**src/design/rau_pkg.sv**
```systemverilog
// Package with the request and response types and the codes of the rational arithmetic unit.
package rau_pkg;

    localparam int OPND_MAX = 32;

    localparam logic [2:0] OP_ADD = 3'd0;
    localparam logic [2:0] OP_SUB = 3'd1;
    localparam logic [2:0] OP_MUL = 3'd2;
    localparam logic [2:0] OP_DIV = 3'd3;
    localparam logic [2:0] OP_CMP = 3'd4;

    localparam logic [1:0] ORD_LT = 2'd0;
    localparam logic [1:0] ORD_EQ = 2'd1;
    localparam logic [1:0] ORD_GT = 2'd2;

    localparam logic ST_OK   = 1'b0;
    localparam logic ST_DIV0 = 1'b1;

    // Operand fields are sized for the widest setting; only the low
    // OPERAND_WIDTH (numerator) or OPERAND_WIDTH-1 (denominator) bits are used.
    typedef struct packed {
        logic [2:0]            operation;
        logic [OPND_MAX-1:0]   a_num;
        logic [OPND_MAX-2:0]   a_den;
        logic [OPND_MAX-1:0]   b_num;
        logic [OPND_MAX-2:0]   b_den;
    } t_req;

    typedef struct packed {
        logic [31:0] res_num;
        logic [30:0] res_den;
        logic [1:0]  order;
        logic        status;
    } t_rsp;

endpackage

```
**src/design/rau_mul.sv**
```systemverilog
// Shared signed multiplier with a registered product.
module rau_mul #(
    parameter int W = 16
) (
    input  logic                  i_clk,
    input  logic signed [W-1:0]   i_a,
    input  logic signed [W-1:0]   i_b,
    output logic signed [2*W-1:0] o_p
);

    logic signed [2*W-1:0] r_p;

    always_ff @(posedge i_clk) begin
        r_p <= i_a * i_b;
    end

    assign o_p = r_p;

endmodule

```
**src/design/rau_sub.sv**
```systemverilog
// Shared unsigned subtract and compare unit for the gcd and divide steps.
module rau_sub #(
    parameter int N = 33
) (
    input  logic [N-1:0] i_a,
    input  logic [N-1:0] i_b,
    output logic [N-1:0] o_diff,
    output logic         o_ge
);

    logic [N:0] full;

    assign full   = {1'b0, i_a} - {1'b0, i_b};
    assign o_diff = full[N-1:0];
    assign o_ge   = ~full[N];

endmodule

```
**src/design/rational_arithmetic_unit.sv**
```systemverilog
// Compare and unused codes go from the products straight to the result; a zero numerator or
// a zero denominator stops after the sign step. Other operations run the cross products on the
// shared multiplier, a binary gcd through the shared subtractor, and two bit-serial divisions.
// Flow: one request at a time, taken in the cycle after the previous result is loaded; a
// result is loaded only when the output is empty or its held result is being taken.
// Reset: synchronous active-low reset returns the sequencer to idle and empties the output.
module rational_arithmetic_unit
    import rau_pkg::*;
#(
    parameter int OPERAND_WIDTH = 16
) (
    input  logic i_clk,
    input  logic i_rst_n,
    input  logic i_valid,
    input  t_req i_req,
    output logic o_stall,
    output logic o_valid,
    output t_rsp o_rsp,
    input  logic i_stall
);

    localparam int W  = OPERAND_WIDTH;
    localparam int M  = 2 * W;
    localparam int CW = $clog2(M);
    localparam int XW = (M + 1 > 32) ? M + 1 : 32;

    typedef enum logic [7:0] {
        S_IDLE = 8'b0000_0001,
        S_MUL  = 8'b0000_0010,
        S_COMB = 8'b0000_0100,
        S_ABS  = 8'b0000_1000,
        S_GCD  = 8'b0001_0000,
        S_DIVN = 8'b0010_0000,
        S_DIVD = 8'b0100_0000,
        S_DONE = 8'b1000_0000
    } t_state;

    t_state r_state, n_state;
    logic [CW-1:0] r_cnt, n_cnt;
    logic r_valid, n_valid;

    logic [2:0] r_op, n_op;
    logic signed [W-1:0] r_an, n_an, r_bn, n_bn;
    logic [W-2:0] r_ad, n_ad, r_bd, n_bd;
    logic signed [M-1:0] r_p0, n_p0, r_p1, n_p1, r_p2, n_p2;
    logic signed [M:0] r_num, n_num;
    logic signed [M-1:0] r_den, n_den;
    logic [M-1:0] r_u, n_u, r_v, n_v, r_nm, n_nm, r_dm, n_dm, r_rem, n_rem;
    logic r_neg, n_neg;
    logic [1:0] r_ord, n_ord;
    logic r_err, n_err;
    t_rsp r_rsp, n_rsp;

    logic signed [W-1:0] mul_a, mul_b;
    logic signed [M-1:0] mul_p;
    logic [M:0] alu_a, alu_b, alu_diff, alu_neg;
    logic alu_ge;
    logic signed [M:0] num_abs, signed_q;
    logic signed [M-1:0] den_abs;
    logic signed [XW-1:0] num_ext;
    logic [XW-1:0] den_ext;

    rau_mul #(.W(W)) u_mul (
        .i_clk (i_clk),
        .i_a   (mul_a),
        .i_b   (mul_b),
        .o_p   (mul_p)
    );

    rau_sub #(.N(M + 1)) u_sub (
        .i_a    (alu_a),
        .i_b    (alu_b),
        .o_diff (alu_diff),
        .o_ge   (alu_ge)
    );

    assign alu_neg  = ~alu_diff + (M + 1)'(1);
    assign num_abs  = r_num[M] ? -r_num : r_num;
    assign den_abs  = r_den[M-1] ? -r_den : r_den;
    assign signed_q = r_neg ? -$signed({1'b0, r_nm}) : $signed({1'b0, r_nm});
    assign num_ext  = XW'(signed_q);
    assign den_ext  = XW'(r_dm);

    always_comb begin
        n_state = r_state;
        n_cnt   = r_cnt;
        n_valid = r_valid;
        n_op    = r_op;
        n_an    = r_an;
        n_bn    = r_bn;
        n_ad    = r_ad;
        n_bd    = r_bd;
        n_p0    = r_p0;
        n_p1    = r_p1;
        n_p2    = r_p2;
        n_num   = r_num;
        n_den   = r_den;
        n_u     = r_u;
        n_v     = r_v;
        n_nm    = r_nm;
        n_dm    = r_dm;
        n_rem   = r_rem;
        n_neg   = r_neg;
        n_ord   = r_ord;
        n_err   = r_err;
        n_rsp   = r_rsp;
        mul_a   = r_an;
        mul_b   = $signed({1'b0, r_bd});
        alu_a   = {1'b0, r_u};
        alu_b   = {1'b0, r_v};

        if (r_valid && !i_stall) begin
            n_valid = 1'b0;
        end

        unique case (r_state)
            S_IDLE: begin
                if (i_valid) begin
                    n_op    = i_req.operation;
                    n_an    = i_req.a_num[W-1:0];
                    n_bn    = i_req.b_num[W-1:0];
                    n_ad    = i_req.a_den[W-2:0];
                    n_bd    = i_req.b_den[W-2:0];
                    n_cnt   = '0;
                    n_state = S_MUL;
                end
            end
            S_MUL: begin
                priority if (r_cnt == CW'(0)) begin
                    mul_a = r_an;
                    mul_b = (r_op == OP_MUL) ? r_bn : $signed({1'b0, r_bd});
                end else if (r_cnt == CW'(1)) begin
                    mul_a = $signed({1'b0, r_ad});
                    if (r_op == OP_DIV) begin
                        mul_b = r_bn;
                    end else if (r_op == OP_MUL) begin
                        mul_b = $signed({1'b0, r_bd});
                    end else begin
                        mul_a = r_bn;
                        mul_b = $signed({1'b0, r_ad});
                    end
                end else begin
                    mul_a = $signed({1'b0, r_ad});
                    mul_b = $signed({1'b0, r_bd});
                end
                if (r_cnt == CW'(1)) begin
                    n_p0 = mul_p;
                end
                if (r_cnt == CW'(2)) begin
                    n_p1 = mul_p;
                end
                if (r_cnt == CW'(3)) begin
                    n_p2    = mul_p;
                    n_state = S_COMB;
                end
                n_cnt = r_cnt + CW'(1);
            end
            S_COMB: begin
                n_ord = ORD_EQ;
                n_err = ST_OK;
                n_nm  = '0;
                n_dm  = M'(1);
                n_neg = 1'b0;
                unique case (r_op)
                    OP_ADD: begin
                        n_num   = (M + 1)'(r_p0) + (M + 1)'(r_p1);
                        n_den   = r_p2;
                        n_state = S_ABS;
                    end
                    OP_SUB: begin
                        n_num   = (M + 1)'(r_p0) - (M + 1)'(r_p1);
                        n_den   = r_p2;
                        n_state = S_ABS;
                    end
                    OP_MUL, OP_DIV: begin
                        n_num   = (M + 1)'(r_p0);
                        n_den   = r_p1;
                        n_state = S_ABS;
                    end
                    OP_CMP: begin
                        priority if (r_p0 < r_p1) begin
                            n_ord = ORD_LT;
                        end else if (r_p0 == r_p1) begin
                            n_ord = ORD_EQ;
                        end else begin
                            n_ord = ORD_GT;
                        end
                        n_state = S_DONE;
                    end
                    default: begin
                        n_state = S_DONE;
                    end
                endcase
            end
            S_ABS: begin
                priority if (r_den == '0) begin
                    n_err   = ST_DIV0;
                    n_state = S_DONE;
                end else if (r_num == '0) begin
                    n_state = S_DONE;
                end else begin
                    n_neg   = r_num[M] ^ r_den[M-1];
                    n_u     = num_abs[M-1:0];
                    n_nm    = num_abs[M-1:0];
                    n_v     = den_abs;
                    n_dm    = den_abs;
                    n_state = S_GCD;
                end
            end
            S_GCD: begin
                priority if (!r_u[0] && !r_v[0]) begin
                    n_u  = r_u >> 1;
                    n_v  = r_v >> 1;
                    n_nm = r_nm >> 1;
                    n_dm = r_dm >> 1;
                end else if (!r_u[0]) begin
                    n_u = r_u >> 1;
                end else if (!r_v[0]) begin
                    n_v = r_v >> 1;
                end else if (alu_diff == '0) begin
                    n_rem   = '0;
                    n_cnt   = '0;
                    n_state = S_DIVN;
                end else if (alu_ge) begin
                    n_u = alu_diff[M:1];
                end else begin
                    n_v = alu_neg[M:1];
                end
            end
            S_DIVN: begin
                alu_a = {r_rem, r_nm[M-1]};
                alu_b = {1'b0, r_u};
                n_rem = alu_ge ? alu_diff[M-1:0] : alu_a[M-1:0];
                n_nm  = {r_nm[M-2:0], alu_ge};
                n_cnt = r_cnt + CW'(1);
                if (r_cnt == CW'(M - 1)) begin
                    n_cnt   = '0;
                    n_rem   = '0;
                    n_state = S_DIVD;
                end
            end
            S_DIVD: begin
                alu_a = {r_rem, r_dm[M-1]};
                alu_b = {1'b0, r_u};
                n_rem = alu_ge ? alu_diff[M-1:0] : alu_a[M-1:0];
                n_dm  = {r_dm[M-2:0], alu_ge};
                n_cnt = r_cnt + CW'(1);
                if (r_cnt == CW'(M - 1)) begin
                    n_cnt   = '0;
                    n_state = S_DONE;
                end
            end
            S_DONE: begin
                if (!r_valid || !i_stall) begin
                    n_rsp.res_num = r_err ? 32'd0 : num_ext[31:0];
                    n_rsp.res_den = r_err ? 31'd1 : den_ext[30:0];
                    n_rsp.order   = r_ord;
                    n_rsp.status  = r_err;
                    n_valid       = 1'b1;
                    n_state       = S_IDLE;
                end
            end
            default: begin
                n_state = S_IDLE;
            end
        endcase
    end

    always_ff @(posedge i_clk) begin
        if (!i_rst_n) begin
            r_state <= S_IDLE;
            r_cnt   <= '0;
            r_valid <= 1'b0;
        end else begin
            r_state <= n_state;
            r_cnt   <= n_cnt;
            r_valid <= n_valid;
        end
    end

    always_ff @(posedge i_clk) begin
        r_op  <= n_op;
        r_an  <= n_an;
        r_bn  <= n_bn;
        r_ad  <= n_ad;
        r_bd  <= n_bd;
        r_p0  <= n_p0;
        r_p1  <= n_p1;
        r_p2  <= n_p2;
        r_num <= n_num;
        r_den <= n_den;
        r_u   <= n_u;
        r_v   <= n_v;
        r_nm  <= n_nm;
        r_dm  <= n_dm;
        r_rem <= n_rem;
        r_neg <= n_neg;
        r_ord <= n_ord;
        r_err <= n_err;
        r_rsp <= n_rsp;
    end

    assign o_stall = (r_state != S_IDLE);
    assign o_valid = r_valid;
    assign o_rsp   = r_rsp;

endmodule

```
**config.mk**
```make
export PLATFORM = sky130hd
export DESIGN_NAME = rational_arithmetic_unit
export DESIGN_NICKNAME = d
export VERILOG_FILES = /design/src/design/rau_pkg.sv /design/src/design/rau_mul.sv /design/src/design/rau_sub.sv /design/src/design/rational_arithmetic_unit.sv
export SDC_FILE = /design/constraint.sdc
export NUM_CORES = 2
export LEC_CHECK = 0
export BUFFER_PORTS_ARGS = -buffer_cell sky130_fd_sc_hd__buf_2
export CAP_MARGIN = 15
export CORE_ASPECT_RATIO = 1.75
export CORE_MARGIN = 2
export CORE_UTILIZATION = 57
export DETAILED_ROUTE_END_ITERATION = 7
export PLACE_DENSITY = 0.78
export SETUP_SLACK_MARGIN = 0.4
export SLEW_MARGIN = 20
export SYNTH_ARGS = -nofsm -noshare
export SYNTH_HDL_FRONTEND = slang
export SYNTH_HIERARCHICAL = 1
export SYNTH_SLANG_ARGS = --single-unit
```
**constraint.sdc**
```tcl
create_clock -name i_clk -period 7.8 [get_ports i_clk]
set_input_delay 0 -clock i_clk [delete_from_list [all_inputs] [get_ports i_clk]]
set_output_delay 0 -clock i_clk [all_outputs]
set_load 0.03 [all_outputs]
```
==> metrics.yaml <==
outcome: "finished clean"
r2r_slack_ns: 0.21
cpMostUsedCell: "fa_1"
yosysTopAreaCellShare_pct: 36.2
end_kind: "register"
core-area_um2: 66000
ys_types: 99
nets: 4508
max_freq_mhz: 132
drv_cap: 0
clkLatencyLatePin_ns: 0.63
whs_path_depth: 2
finClkSkew_ns: 0.0498
drt_iter0_drc: 2204
io_pins: 201
syn_nets: 4257
synth.most_common_cell: "edfxtp_1"
initial_utilization_pct: 57.4
fillCellCount: 4982
syn_area_um2: 37900
setup_tns_ns: 0
post-route-period-util_pct: 97.3
antenna_left: 0
dpl_worst_slack_ns: 0.118
syn2layout_area_growth_pct: 15.3
clkSinkCount: 502
drt_pass1_iterations: 6
cts_tree: "done"
r2r_start: "r_state[2]"
reg2reg_to: "u_mul/o_p[30]"
worst-path-max-fanout: 7
grt_max_degree: 89
synth_top_area_cell: "edfxtp_1"
worstSetupStartpoint: "r_state[2]"
synth_area_leaders: "edfxtp_1 36%, fa_1 14%, ha_1 6.3%"
rows: 125
synth_edf_count: 456
final-seq-area_um2: 14600
finalWorstPathRequiredPeriod_ns: 7.59
portBuffers: 136
hpwl_um: 78100
path_clk_slew_ns: 0.07
rsz0062_at_grt: "true"
slew-limit-headroom_pct: 23.4
min_to: "r_ad[12]"
routed_wl_um: 109000
synth_seq_cells: 502
synth_top_cells_by_count: "456 x edfxtp_1, 419 x inv_1, 317 x nand2_1"
min_path_type: "input port to register"
grt_antenna_before_repair: 3
critPathRequiredTime_ns: 8.27
grt.total_usage_pct: 30.7
htreeDepth: 2
synth_ff_type: "edfxtp_1"
cts-root-buf: "clkbuf_16"
grt_overflow: 0
gp_congestion: 0.997
routedWlPerCell_um: 22.4
finalMaxSlewViolations: 0
cpMaxStageDelayCell: "fa_1"
cts_buffers: 45
tightest_slew_ns: 1.15
via_count: 29673
via_per_inst: 6.12
die-height_um: 345
crit_arrival_ns: 8.06
die_w_um: 199
syn_area_per_cell_um2: 10.3
ys_seq_area_share_pct: 38.6
grt_pass1_wl_um: 162000
post-route-drc-count: 0
min_from: "i_req[75]"
layout_setup_ws_ns: 0.213
multi_input_area_um2: 21800
worst_r2r_path_depth: 31
hold_ws_ns: 0.0852
hold_viol_final: 0
ys_async_sr_fraction_pct: 0
final_layout_size_suffix_gt1_share_pct: 15.7
path_class: "register to register"
dieArea_um2: 68600
synthCells: 3669
ys_warn_count: 6
startpoint_type: "register"
grt_pass1_vias: 30542
slowest_delay_ns: 0.51
cts.path.max_buffers: 3
finalSetupViolations: 0
## worst max path at each step
stage / end / slack, ns / cells after the start
after floorplan: u_mul/o_p[29] / 0.37 / 28
after global placement: u_mul/o_p[30] / 0.33 / 27
after detailed placement: u_mul/o_p[26] / 0.12 / 28
after CTS: u_mul/o_p[30] / 0.40 / 30
after global routing: u_mul/o_p[30] / 0.07 / 31
final: u_mul/o_p[30] / 0.21 / 31
## cell usage in the layout, fill, tap and decap left out, types with 45 or more instances in the layout
cell type | netlist | layout
a21oi_1 | 190 | 178
nand2_1 | 317 | 307
a22oi_1 | 66 | 66
nor2b_1 | 50 | 48
edfxtp_1 | 456 | 456
dlygate4sd3_1 | 0 | 68
mux2i_1 | 54 | 53
a21o_1 | 45 | 45
buf_4 | 2 | 139
xnor2_1 | 76 | 76
clkbuf_16 | 0 | 46
xor2_1 | 113 | 113
inv_1 | 419 | 409
nor2_1 | 204 | 191
o21ai_0 | 189 | 185
mux2_2 | 62 | 62
buf_2 | 3 | 139
a221oi_1 | 67 | 67
and2_1 | 130 | 123
fa_1 | 265 | 255
ha_1 | 190 | 173
## cells by family after synthesis
kind of cell | Yosys count | share of synthesized area, %
XOR/XNOR | 189 | 4.37
flip-flops | 502 | 38.6
AND/OR/NAND/NOR | 960 | 12.4
multiplexers | 116 | 3.27
buffers and inverters | 604 | 6.02
adder cells (fa/ha/maj) | 455 | 20.3
other | 1 | 0.00990
AO/OA/AOI/OAI | 842 | 15.0
## what timing repair did
item | 4_1_cts | 5_1_grt
endpoints found under the setup margin | 10 | 88
hold buffers | 68 | 0
gates resized for setup | 22 | 165
pin swaps | 11 | 79
gates cloned | 1 | 8
endpoints found under the hold margin | 79 | 0
buffers inserted | 14 | 49
## metal layers
| metal | GRT usage [%] | up-vias | wire length (um) |
|---|---|---|---|
| met5 | 0 | - | 0 |
| met4 | 23.7 | 0 | 10800 |
| met3 | 4.26 | 551 | 5620 |
| met2 | 58.6 | 1274 | 57500 |
| met1 | 29.2 | 14441 | 34800 |
| li1 | - | 13407 | - |
## sequential cells by signal, summed over array words and instances, names as in the netlist
signal,count
o_rsp,66
r_num,33
r_den,32
r_dm,32
r_nm,32
r_p0,32
r_p1,32
r_p2,32
r_rem,32
r_u,32
r_v,32
u_mul/o_p,32
r_an,16
r_bn,16
r_ad,15
r_bd,15
r_state,8
r_cnt,5
r_op,3
r_ord,2
o_valid,1
r_err,1
r_neg,1
## metrics by stage
step / util, % / area, um^2 / cells
floorplan: - / 37900 / 3669
global placement: 60.6 / 40000 / 4621
detailed placement: 60.6 / 40000 / 4621
CTS: 64.3 / 42400 / 4788
global route: 66.1 / 43700 / 4847
finish: 66.1 / 43700 / 4848
## critical path, delay by kind of cell, from the launching register on
family          cells  cell delay, ns
buf+inv             8            1.01
simple gates        8            1.31
compound gates      7            1.54
xor+xnor            1            0.12
flops               1            0.34
fa+ha+maj           7            3.10
## layout make-up
class / count / area share (%)
tap: 889 / 2.55
inverter: 421 / 3.63
multi-input combinational: 2564 / 49.9
clock inverter: 25 / 0.745
antenna: 2 / 0.0115
timing repair buffer: 386 / 6.85
sequential: 502 / 33.5
clock buffer: 59 / 2.77
Power is not shown: default switching activity piles up to over one toggle a cycle in this logic, so the estimate is an artifact.
